File: config.mk
export PLATFORM = sky130hd
export DESIGN_NAME = handshake_serial_link_engine_top
export DESIGN_NICKNAME = d
export VERILOG_FILES = /design/src/sv/hsle_pkg.sv /design/src/sv/handshake_serial_link_engine_top.sv
export SDC_FILE = /design/constraint.sdc
export NUM_CORES = 1
export LEC_CHECK = 0
export ABC_AREA = 1
export ABC_CLOCK_PERIOD_IN_PS = 3200
export BUFFER_PORTS_ARGS = -buffer_cell sky130_fd_sc_hd__buf_2
export CORE_MARGIN = 10
export CORE_UTILIZATION = 50
export DETAILED_ROUTE_END_ITERATION = 8
export GPL_TIMING_DRIVEN = 0
export HOLD_SLACK_MARGIN = 0.03
export PLACE_DENSITY = 0.79
export SYNTH_ARGS = -nofsm -noshare
export SYNTH_HDL_FRONTEND = slang
export SYNTH_SLANG_ARGS = --single-unit
File: constraint.sdc
create_clock -name clk_i -period 3.2 [get_ports clk_i]
set_input_delay 0.16 -clock clk_i [delete_from_list [all_inputs] [get_ports clk_i]]
set_output_delay 0.16 -clock clk_i [all_outputs]
set_load 0.01 [all_outputs]
File: src/sv/hsle_pkg.sv
// ----------------------------------------------------------------------------
// Link engine package
// Shared widths, action and status codes, frame positions and a parity helper for the
// half-duplex serial link engine.
// ----------------------------------------------------------------------------
package hsle_pkg;

  // Field widths.
  localparam int unsigned ActionW  = 2;
  localparam int unsigned DataBits = 8;
  localparam int unsigned StatusW  = 3;
  localparam int unsigned IndexW   = 4;
  localparam int unsigned FrameW   = 11;

  // Packed stream widths, padded to whole bytes.
  localparam int unsigned InDataW  = 16;
  localparam int unsigned OutDataW = 24;

  // Action codes carried in the input tuser.
  localparam logic [ActionW-1:0] ActTick    = 2'd0;
  localparam logic [ActionW-1:0] ActSend    = 2'd1;
  localparam logic [ActionW-1:0] ActReceive = 2'd2;

  // Status codes.
  localparam logic [StatusW-1:0] StOk        = 3'd0;
  localparam logic [StatusW-1:0] StLineHigh  = 3'd1;
  localparam logic [StatusW-1:0] StNack      = 3'd2;
  localparam logic [StatusW-1:0] StBadStop   = 3'd3;
  localparam logic [StatusW-1:0] StBadParity = 3'd4;
  localparam logic [StatusW-1:0] StBadStart  = 3'd5;
  localparam logic [StatusW-1:0] StQueueFull = 3'd6;

  // Bit positions of the receive and send sequences.
  localparam logic [IndexW-1:0] PosRxStop  = 4'd10;
  localparam logic [IndexW-1:0] PosRxAck   = 4'd11;
  localparam logic [IndexW-1:0] PosRxEnd   = 4'd12;
  localparam logic [IndexW-1:0] PosTxWait  = 4'd11;
  localparam logic [IndexW-1:0] PosTxFinal = 4'd12;
  localparam logic [IndexW-1:0] PosTxSwap  = 4'd13;

  // One result item.
  typedef struct packed {
    logic                line_out;
    logic                tx_busy;
    logic                rx_busy;
    logic                tx_started;
    logic                tx_done;
    logic [StatusW-1:0]  status;
    logic [DataBits-1:0] rx_byte;
    logic                rx_valid;
  } result_t;

  // Even parity bit of a data byte: one when the count of set bits is odd.
  function automatic logic odd_count(input logic [DataBits-1:0] v);
    return ^v;
  endfunction

endpackage

File: src/sv/handshake_serial_link_engine_top.sv
// ----------------------------------------------------------------------------
// Handshake serial link engine
// Half-duplex one-wire-each-way link: sends an 11-bit frame and samples the
// partner's ACK, or receives and checks a frame and drives the ACK.
// ----------------------------------------------------------------------------
//
//  Channel   Direction  Carries
//  --------  ---------  ----------------------------------------------------
//  s_axis    in         one bit interval: action, tx_byte, line_in, rx_room
//  m_axis    out        one result per input transfer: line level and status
//
//  Each input transfer is handled combinationally: the next state and the result
//  are formed from the state registers and the input, and the result lands in
//  the output register on the accepting edge. One transfer per cycle is
//  sustained; s_axis_tready_o drops only while the output register is full
//  and m_axis_tready_i is low. Reset leaves the line driven high and idle.

module handshake_serial_link_engine_top (
  input  logic                          clk_i,
  input  logic                          rst_ni,
  // Input item.
  input  logic                          s_axis_tvalid_i,
  output logic                          s_axis_tready_o,
  // [7:0] tx_byte, [8] line_in, [9] rx_room, [15:10] zero
  input  logic [hsle_pkg::InDataW-1:0]  s_axis_tdata_i,
  // [1:0] action
  input  logic [hsle_pkg::ActionW-1:0]  s_axis_tuser_i,
  // Result item.
  output logic                          m_axis_tvalid_o,
  input  logic                          m_axis_tready_i,
  // [0] line_out, [1] tx_busy, [2] rx_busy, [3] tx_started, [4] tx_done,
  // [7:5] status, [15:8] rx_byte, [16] rx_valid, [23:17] zero
  output logic [hsle_pkg::OutDataW-1:0] m_axis_tdata_o
);

  // Engine state.
  logic [hsle_pkg::IndexW-1:0]  bit_index_q, bit_index_d;
  logic [hsle_pkg::FrameW-1:0]  shift_frame_q, shift_frame_d;
  logic [hsle_pkg::StatusW-1:0] error_code_q, error_code_d;
  logic                         ack_level_q, ack_level_d;
  logic                         sending_q, sending_d;
  logic                         receiving_q, receiving_d;
  logic                         drive_level_q, drive_level_d;

  // Output register.
  logic                         out_valid_q;
  hsle_pkg::result_t            out_q, out_d;

  // Unpacked input fields.
  logic [hsle_pkg::ActionW-1:0]  action;
  logic [hsle_pkg::DataBits-1:0] tx_byte;
  logic                          line_in;
  logic                          rx_room;
  logic                          in_xfer;

  // Receive decode helpers.
  logic [hsle_pkg::FrameW-1:0]   rx_frame;
  logic [hsle_pkg::DataBits-1:0] rx_data;

  assign action  = s_axis_tuser_i;
  assign tx_byte = s_axis_tdata_i[7:0];
  assign line_in = s_axis_tdata_i[8];
  assign rx_room = s_axis_tdata_i[9];

  // The output register takes a new result when empty or being drained.
  assign s_axis_tready_o = !out_valid_q || m_axis_tready_i;
  assign in_xfer         = s_axis_tvalid_i && s_axis_tready_o;

  // Frame after shifting in the current sample; data bits reversed to a byte.
  assign rx_frame = {shift_frame_q[hsle_pkg::FrameW-2:0], line_in};
  always_comb begin
    for (int i = 0; i < hsle_pkg::DataBits; i++) begin
      rx_data[i] = rx_frame[9-i];
    end
  end

  // Next state and result for one bit interval.
  always_comb begin
    bit_index_d   = bit_index_q;
    shift_frame_d = shift_frame_q;
    error_code_d  = error_code_q;
    ack_level_d   = ack_level_q;
    sending_d     = sending_q;
    receiving_d   = receiving_q;
    drive_level_d = drive_level_q;
    out_d         = '0;

    case (action)
      hsle_pkg::ActSend: begin
        if (!sending_q && !receiving_q && line_in) begin
          sending_d        = 1'b1;
          out_d.tx_started = 1'b1;
          drive_level_d    = 1'b0;
          // Remaining frame: data LSB first, parity, stop.
          shift_frame_d    = {1'b0, 1'b1, hsle_pkg::odd_count(tx_byte), tx_byte};
          bit_index_d      = 4'd1;
        end
      end
      hsle_pkg::ActReceive: begin
        if (!sending_q && !receiving_q) begin
          receiving_d   = 1'b1;
          bit_index_d   = '0;
          error_code_d  = hsle_pkg::StOk;
          ack_level_d   = 1'b0;
          shift_frame_d = '0;
          drive_level_d = 1'b0;
        end
      end
      hsle_pkg::ActTick: begin
        if (sending_q) begin
          if (bit_index_q == hsle_pkg::PosTxFinal) begin
            ack_level_d = line_in;
            bit_index_d = bit_index_q + 4'd1;
          end else if (bit_index_q <= hsle_pkg::PosTxWait && line_in) begin
            // Partner line went high during the frame: abort.
            drive_level_d = 1'b1;
            error_code_d  = hsle_pkg::StLineHigh;
            sending_d     = 1'b0;
            out_d.tx_done = 1'b1;
          end else if (bit_index_q == hsle_pkg::PosTxWait) begin
            drive_level_d = 1'b0;
            bit_index_d   = bit_index_q + 4'd1;
          end else if (bit_index_q == hsle_pkg::PosTxSwap) begin
            drive_level_d = 1'b1;
            error_code_d  = ack_level_q ? hsle_pkg::StOk : hsle_pkg::StNack;
            sending_d     = 1'b0;
            out_d.tx_done = 1'b1;
          end else begin
            drive_level_d = shift_frame_q[0];
            shift_frame_d = {1'b0, shift_frame_q[hsle_pkg::FrameW-1:1]};
            bit_index_d   = bit_index_q + 4'd1;
          end
        end else if (receiving_q) begin
          if (bit_index_q == '0) begin
            drive_level_d = 1'b0;
          end
          if (bit_index_q == hsle_pkg::PosRxAck) begin
            if (error_code_q == hsle_pkg::StOk) begin
              drive_level_d = 1'b1;
            end
            bit_index_d = bit_index_q + 4'd1;
          end else if (bit_index_q == hsle_pkg::PosRxEnd) begin
            drive_level_d = 1'b1;
            receiving_d   = 1'b0;
          end else begin
            shift_frame_d = rx_frame;
            if (bit_index_q == hsle_pkg::PosRxStop) begin
              // Start outranks parity, parity outranks stop.
              if (rx_frame[10]) begin
                error_code_d = hsle_pkg::StBadStart;
              end else if (rx_frame[1] != hsle_pkg::odd_count(rx_data)) begin
                error_code_d = hsle_pkg::StBadParity;
              end else if (!rx_frame[0]) begin
                error_code_d = hsle_pkg::StBadStop;
              end else if (error_code_q == hsle_pkg::StOk) begin
                if (rx_room) begin
                  out_d.rx_valid = 1'b1;
                end else begin
                  error_code_d = hsle_pkg::StQueueFull;
                end
              end
              out_d.rx_byte = rx_data;
            end
            bit_index_d = bit_index_q + 4'd1;
          end
        end
      end
      default: begin
        // Unused action code: no state change.
      end
    endcase

    out_d.line_out = drive_level_d;
    out_d.tx_busy  = sending_d;
    out_d.rx_busy  = receiving_d;
    out_d.status   = error_code_d;
  end

  // State registers advance on each input transfer.
  always_ff @(posedge clk_i or negedge rst_ni) begin
    if (!rst_ni) begin
      bit_index_q   <= '0;
      shift_frame_q <= '0;
      error_code_q  <= hsle_pkg::StOk;
      ack_level_q   <= 1'b0;
      sending_q     <= 1'b0;
      receiving_q   <= 1'b0;
      drive_level_q <= 1'b1;
    end else if (in_xfer) begin
      bit_index_q   <= bit_index_d;
      shift_frame_q <= shift_frame_d;
      error_code_q  <= error_code_d;
      ack_level_q   <= ack_level_d;
      sending_q     <= sending_d;
      receiving_q   <= receiving_d;
      drive_level_q <= drive_level_d;
    end
  end

  // Output valid flag.
  always_ff @(posedge clk_i or negedge rst_ni) begin
    if (!rst_ni) begin
      out_valid_q <= 1'b0;
    end else if (s_axis_tready_o) begin
      out_valid_q <= s_axis_tvalid_i;
    end
  end

  // Output payload.
  always_ff @(posedge clk_i) begin
    if (in_xfer) begin
      out_q <= out_d;
    end
  end

  assign m_axis_tvalid_o = out_valid_q;
  assign m_axis_tdata_o  = {7'd0, out_q.rx_valid, out_q.rx_byte, out_q.status,
                            out_q.tx_done, out_q.tx_started, out_q.rx_busy,
                            out_q.tx_busy, out_q.line_out};

`ifndef NO_ASSERTIONS
  // The engine never sends and receives at once.
  a_half_duplex: assert property (@(posedge clk_i) disable iff (!rst_ni)
    !(sending_q && receiving_q))
    else $error("send and receive active together");

  // A good received byte always comes with an ok status.
  a_rx_valid_ok: assert property (@(posedge clk_i) disable iff (!rst_ni)
    (out_valid_q && out_q.rx_valid) |-> (out_q.status == hsle_pkg::StOk))
    else $error("rx_valid with a nonzero status");

  // A finished send leaves the engine idle on a high line.
  a_tx_done_idle: assert property (@(posedge clk_i) disable iff (!rst_ni)
    (out_valid_q && out_q.tx_done) |-> (!out_q.tx_busy && out_q.line_out))
    else $error("tx_done while still busy or line low");

  // An accepted send request drives the start bit.
  a_tx_start: assert property (@(posedge clk_i) disable iff (!rst_ni)
    (in_xfer && out_d.tx_started) |=> (sending_q && !drive_level_q))
    else $error("send start not taken");
`endif

endmodule

# Word-level counts from Yosys, hierarchy flattened

Cells that the tools add are included.

Register bits after elaboration: 40
Logic and storage cells: 138

Add/subtract/negate cells: 1
Order comparisons: 1
Equal/unequal tests: 19
Multiplexer cells: 74
Bitwise logic cells: 6
Reductions and logical operators: 21

Operator list:

| kind                | count |
|---|---|
| $mux 11             | 10 |
| $mux 3              | 15 |
| $mux 4              | 10 |
| $pmux 11 s3         | 1 |
| $mux 1              | 31 |
| $eq 4x4->1 const B  | 4 |
| $reduce_xor 8->1    | 2 |
| $ne 2x2->1 const B  | 6 |
| $pmux 4 s3          | 1 |
| $reduce_or 10->1    | 1 |
| $ne 3x3->1 const B  | 3 |
| $reduce_and 9->1    | 1 |
| $ne 4x4->1 const B  | 2 |
| $reduce_and 8->1    | 1 |
| $not 1->1           | 6 |
| $pmux 1 s2          | 3 |
| $pmux 3 s2          | 1 |
| $reduce_or 6->1     | 1 |
| $ne 5x5->1 const B  | 1 |
| $reduce_and 5->1    | 1 |
| $add 4x1->4 const B | 1 |
| $le 4x4->1 const B  | 1 |
| $logic_and 1x1->1   | 4 |
| $logic_not 4->1     | 1 |
| 12 further kinds    | 14 |

# Longest topological paths before layout

Word-level depth: 11
Mapped depth: 14

# Worst setup path after synthesis

Ideal clock, no wire load.

Path kind: reg2reg
From: register out_valid_q, in the netlist m_axis_tvalid_o
To: register out_q, in the netlist m_axis_tdata_o[0], enable pin
Arrival: 1454 ps
Slack: 1359 ps
Stages on the path, launching flop included: 5
Path buffers: 1
Cell sequence: dfrtp_1 > nand2_1 > nand2_1 > inv_1 > clkbuf_1

Cells in the longest elaborated chain, start to end: 3

Ends and longest elaborated chain:

| item                     | RTL line                                | text |
|---|---|---|
| start: declaration       | handshake_serial_link_engine_top.sv:46  | `logic out_valid_q;` |
| start signal: assignment | handshake_serial_link_engine_top.sv:205 | `out_valid_q <= s_axis_tvalid_i;` |
| $logic_not 1->1          | handshake_serial_link_engine_top.sv:66  | `assign s_axis_tready_o = !out_valid_q \|\| m_axis_tready_i;` |
| $logic_or 1x1->1         | handshake_serial_link_engine_top.sv:66  |  |
| via s_axis_tready_o      | handshake_serial_link_engine_top.sv:23  | `output logic s_axis_tready_o,` |
| $logic_and 1x1->1        | handshake_serial_link_engine_top.sv:67  | `assign in_xfer = s_axis_tvalid_i && s_axis_tready_o;` |
| via in_xfer              | handshake_serial_link_engine_top.sv:54  | `logic in_xfer;` |
| end signal: assignment   | handshake_serial_link_engine_top.sv:212 | `out_q <= out_d;` |
| end: declaration         | handshake_serial_link_engine_top.sv:47  | `hsle_pkg::result_t out_q, out_d;` |

The timed path passes the listed nets, and every way through them passes these cells.
A chain may end at the register's enable or synchronous reset.

# Worst setup path in the final report

From: register bit_index_q[0] (netlist name)
To: register error_code_q[1] (netlist name)

Cells in the longest elaborated chain, start to end: 7

Ends and longest elaborated chain:

| item                                 | RTL line                                                                         | text |
|---|---|---|
| start: declaration                   | handshake_serial_link_engine_top.sv:37                                           | `logic [hsle_pkg::IndexW-1:0] bit_index_q, bit_index_d;` |
| start signal: assignment             | handshake_serial_link_engine_top.sv:190                                          | `bit_index_q <= bit_index_d;` |
| $eq 4x4->1, on equally long branches | handshake_serial_link_engine_top.sv:147, handshake_serial_link_engine_top.sv:123 |  |
| $mux 3, on equally long branches     | handshake_serial_link_engine_top.sv:147, handshake_serial_link_engine_top.sv:123 |  |
| $mux 3, on equally long branches     | handshake_serial_link_engine_top.sv:142, handshake_serial_link_engine_top.sv:120 |  |
| $mux 3, on equally long branches     | handshake_serial_link_engine_top.sv:137, handshake_serial_link_engine_top.sv:114 |  |
| $mux 3, on equally long branches     | handshake_serial_link_engine_top.sv:133, handshake_serial_link_engine_top.sv:111 |  |
| $mux 3 (*)                           | handshake_serial_link_engine_top.sv:110                                          | `if (sending_q) begin` |
| $pmux 3 s2 (*)                       | handshake_serial_link_engine_top.sv:88                                           | `case (action)` |
| via error_code_d (one bit)           | handshake_serial_link_engine_top.sv:39                                           | `logic [hsle_pkg::StatusW-1:0] error_code_q, error_code_d;` |
| end signal: assignment               | handshake_serial_link_engine_top.sv:184                                          | `error_code_q <= hsle_pkg::StOk;` |
| end signal: assignment               | handshake_serial_link_engine_top.sv:192                                          | `error_code_q <= error_code_d;` |
| end: declaration                     | handshake_serial_link_engine_top.sv:39                                           |  |

The timed path passes the listed nets; every way through them passes the cells marked *.

==> out/qor.csv <==
metric,value,unit
worst-path fanout max,9,
NetSw,0.746,mW
FMAX,481,MHz
# resized after CTS,0,
row cnt,25,
port bufs,34,
#FFs+latches synth,40,
"delay-heaviest family, CP",simple AND/OR/NAND/NOR gates,
HP Class,input pin to register,
Final Hold Fails,0,
Post-Route WL,5.54,mm
GP Congestion,0.869,
Yosys Warn Count,0,
ys flop type,dfrtp_1,
DRT Pass-1 Iters,5,
WP buf/inv,3,
crit end category,register,
Initial Util,51.0,%
nets,367,
worst path cell trace,inv_1 -> ha_1 -> nand3_1 -> nand2_1 -> inv_2 -> nand3_2 -> inv_1 -> nand2_1 -> a21oi_1 -> nand2_1 -> nand3_1 -> nand2_1 -> nand2_1,
"EDFF count, synth",17,
pin count of the biggest net entering global routing,27,
Gate Count Post-Synth,293,
H-tree lvl count,2,
Post-CTS Setup Inserts,0,
gr usage total,14.7,%
crit-path most repeated cell,nand2_1,
IO Pins,48,
Clock Skew,8.54,ps
core area,0.00466,sq mm
Fin Setup TNS,0,ps
required time of the critical path,3440,ps
slowest cell on the critical path,dfrtp_1,
Final ANT Viol Nets,0,
Die W,88.9,microns
Final Cycle Share,65.0,%
post-synthesis async set-or-reset flop share,57.5,%
Worst IR Drop VDD,0.231,mV
DRC,0,
"commonest non-fill, non-tap cell in the layout",nand2_1,
die area,0.00791,sq mm
crit path time final,2080,ps
Sequential Power Share,42.6,%
mapped cell area,0.00238,sq mm
worst setup path class,register to register,
Max Root-Sink Buffers,2,
CTS Root Cell,clkbuf_8,
dpl hpwl,4.20,mm
RSZ-0062 raised after global routing,false,
grt total ovfl,0,
share of cells above drive strength 1,22.5,%
Antenna Cells,0,
Slew Limit Headroom,20.7,%
Final Power,1.86,mW
initial antenna violation count,0,
vias in the first global route,1997,
final setup violation count,0,
clock-pin slew on the worst setup and hold paths,80,ps
WP data arrival,2320,ps
CTS tree,done,
Die H,88.9,microns
most frequent cells in the layout,"nand2_1, buf_2, inv_1",
cell-internal power,1.12,mW
first-pass GRT wire length,9.15,mm
clock power share,20.2,%
Routed wire per std cell,14.0,microns
Sink Count,40,
Power Density,677,mW/mm^2
Max Cap Viol,0,
Skew-Pair Late Insertion Delay,300,ps
status,"complete, no violations",
Lkg Pwr,1.31,nW
switch share,40.1,%
initial DRC count,263,
# hold bufs at CTS,1,
CTS Buf Count,5,
Avg Vias per Cell,5.46,
Via Count,2164,
post-synthesis sequential area ratio,45.8,%
measured slew at the worst slew-check pin,1190,ps
Area Overhead vs Synth,15.7,%
slowest cell delay on critical path,400,ps
unique cell type count in the Yosys netlist,33,
Syn Area/Cell,8.11,sq um
Final Max Tran Viols,0,
Critical Path Start Type,register,
combinational share of power,37.2,%
sequential cells by signal, summed over array words and instances (netlist names):
| name | cells |
|---|---|
| error_code_q | 3 |
| m_axis_tdata_o | 17 |
| receiving_q | 1 |
| shift_frame_q | 11 |
| sending_q | 1 |
| bit_index_q | 4 |
| m_axis_tvalid_o | 1 |
| ack_level_q | 1 |
| drive_level_q | 1 |
final timing paths:
kind | start | to | slack [ps] | cells past startpoint
worst min register to register | ack_level_q | ack_level_q | 510 | 2
min in group asynchronous | rst_ni | receiving_q | 370 | 2
worst max register to register | bit_index_q[0] | error_code_q[1] | 1120 | 13
worst max-delay path | bit_index_q[0] | error_code_q[1] | 1120 | 13
worst min-delay path | m_axis_tready_i | m_axis_tvalid_o | 140 | 4
max in group asynchronous | rst_ni | drive_level_q | 2460 | 2
through the flow:
stage | hold slack [ps] | setup slack (ps) | util, % | area, sq um | std cells
5_1_grt | 168 | 810 | 59.0 | 2750 | 396
6_report | 144 | 1120 | 59.0 | 2750 | 396
3_5_place_dp | 190 | 1150 | 56.6 | 2640 | 387
2_1_floorplan | -136 | 1360 | - | 2400 | 299
3_3_place_gp | 176 | 1210 | 56.6 | 2640 | 387
4_1_cts | 151 | 1130 | 59.0 | 2750 | 396
layer usage:
layer / vias up / wire length (microns) / GRT usage [%]
li1: 1052 / - / -
met1: 985 / 2220 / 17.8
met2: 107 / 2670 / 23.9
met3: 20 / 490 / 3.46
met4: 0 / 156 / 7.08
met5: - / 0 / 0
worst min-delay path, stage by stage:
cell and delay, ps:
buf_2 70, inv_1 30, nand2_1 80, nand2_1 60
power groups by stage:
stage	combinational (mW)	sequential (mW)	clock [mW]
floorplan	0.516	0.778	0
global placement	0.651	0.789	0
detailed placement	0.679	0.798	0
CTS	0.687	0.789	0.383
global route	0.793	0.810	0.407
finish	0.693	0.792	0.376
cells by family (layout without fill, tap and decap cells):
family,Yosys count,after routing,synth area share [%]
AO/OA/AOI/OAI,63,63,16.0
XOR/XNOR,8,8,2.95
adder cells (fa/ha/maj),4,4,2.11
buffers and inverters,48,91,9.32
flip-flops,40,40,45.8
other,1,7,0.158
AND/OR/NAND/NOR,129,129,23.7
Yosys cell counts (2+ instances only):
master	n	area share [%]
a21oi_1	15	3.2
a22oi_1	2	0.63
buf_4	8	2.5
clkbuf_1	2	0.32
dfrtp_1	22	23
edfxtp_1	17	21
ha_1	4	2.1
inv_1	29	4.6
inv_2	6	0.95
nand2_1	82	13
nand3_1	16	3.4
nand3_2	2	0.84
nand4_1	2	0.53
nor2_1	17	2.7
nor2_4	4	1.9
nor3_1	3	0.63
o21ai_0	24	5.1
o21ai_2	11	4.1
o22ai_1	7	1.8
xnor2_1	7	2.6
layout make-up:
type | count | area, sq um
Buffer | 12 | 83.8
Clock buffer | 7 | 97.6
Clock inverter | 1 | 5.00
Fill cell | 404 | 1910
Inverter | 36 | 138
Multi-Input combinational cell | 211 | 1090
Sequential cell | 40 | 1090
Tap cell | 54 | 67.6
Timing Repair Buffer | 35 | 180
(Power assumes the default switching activity.)
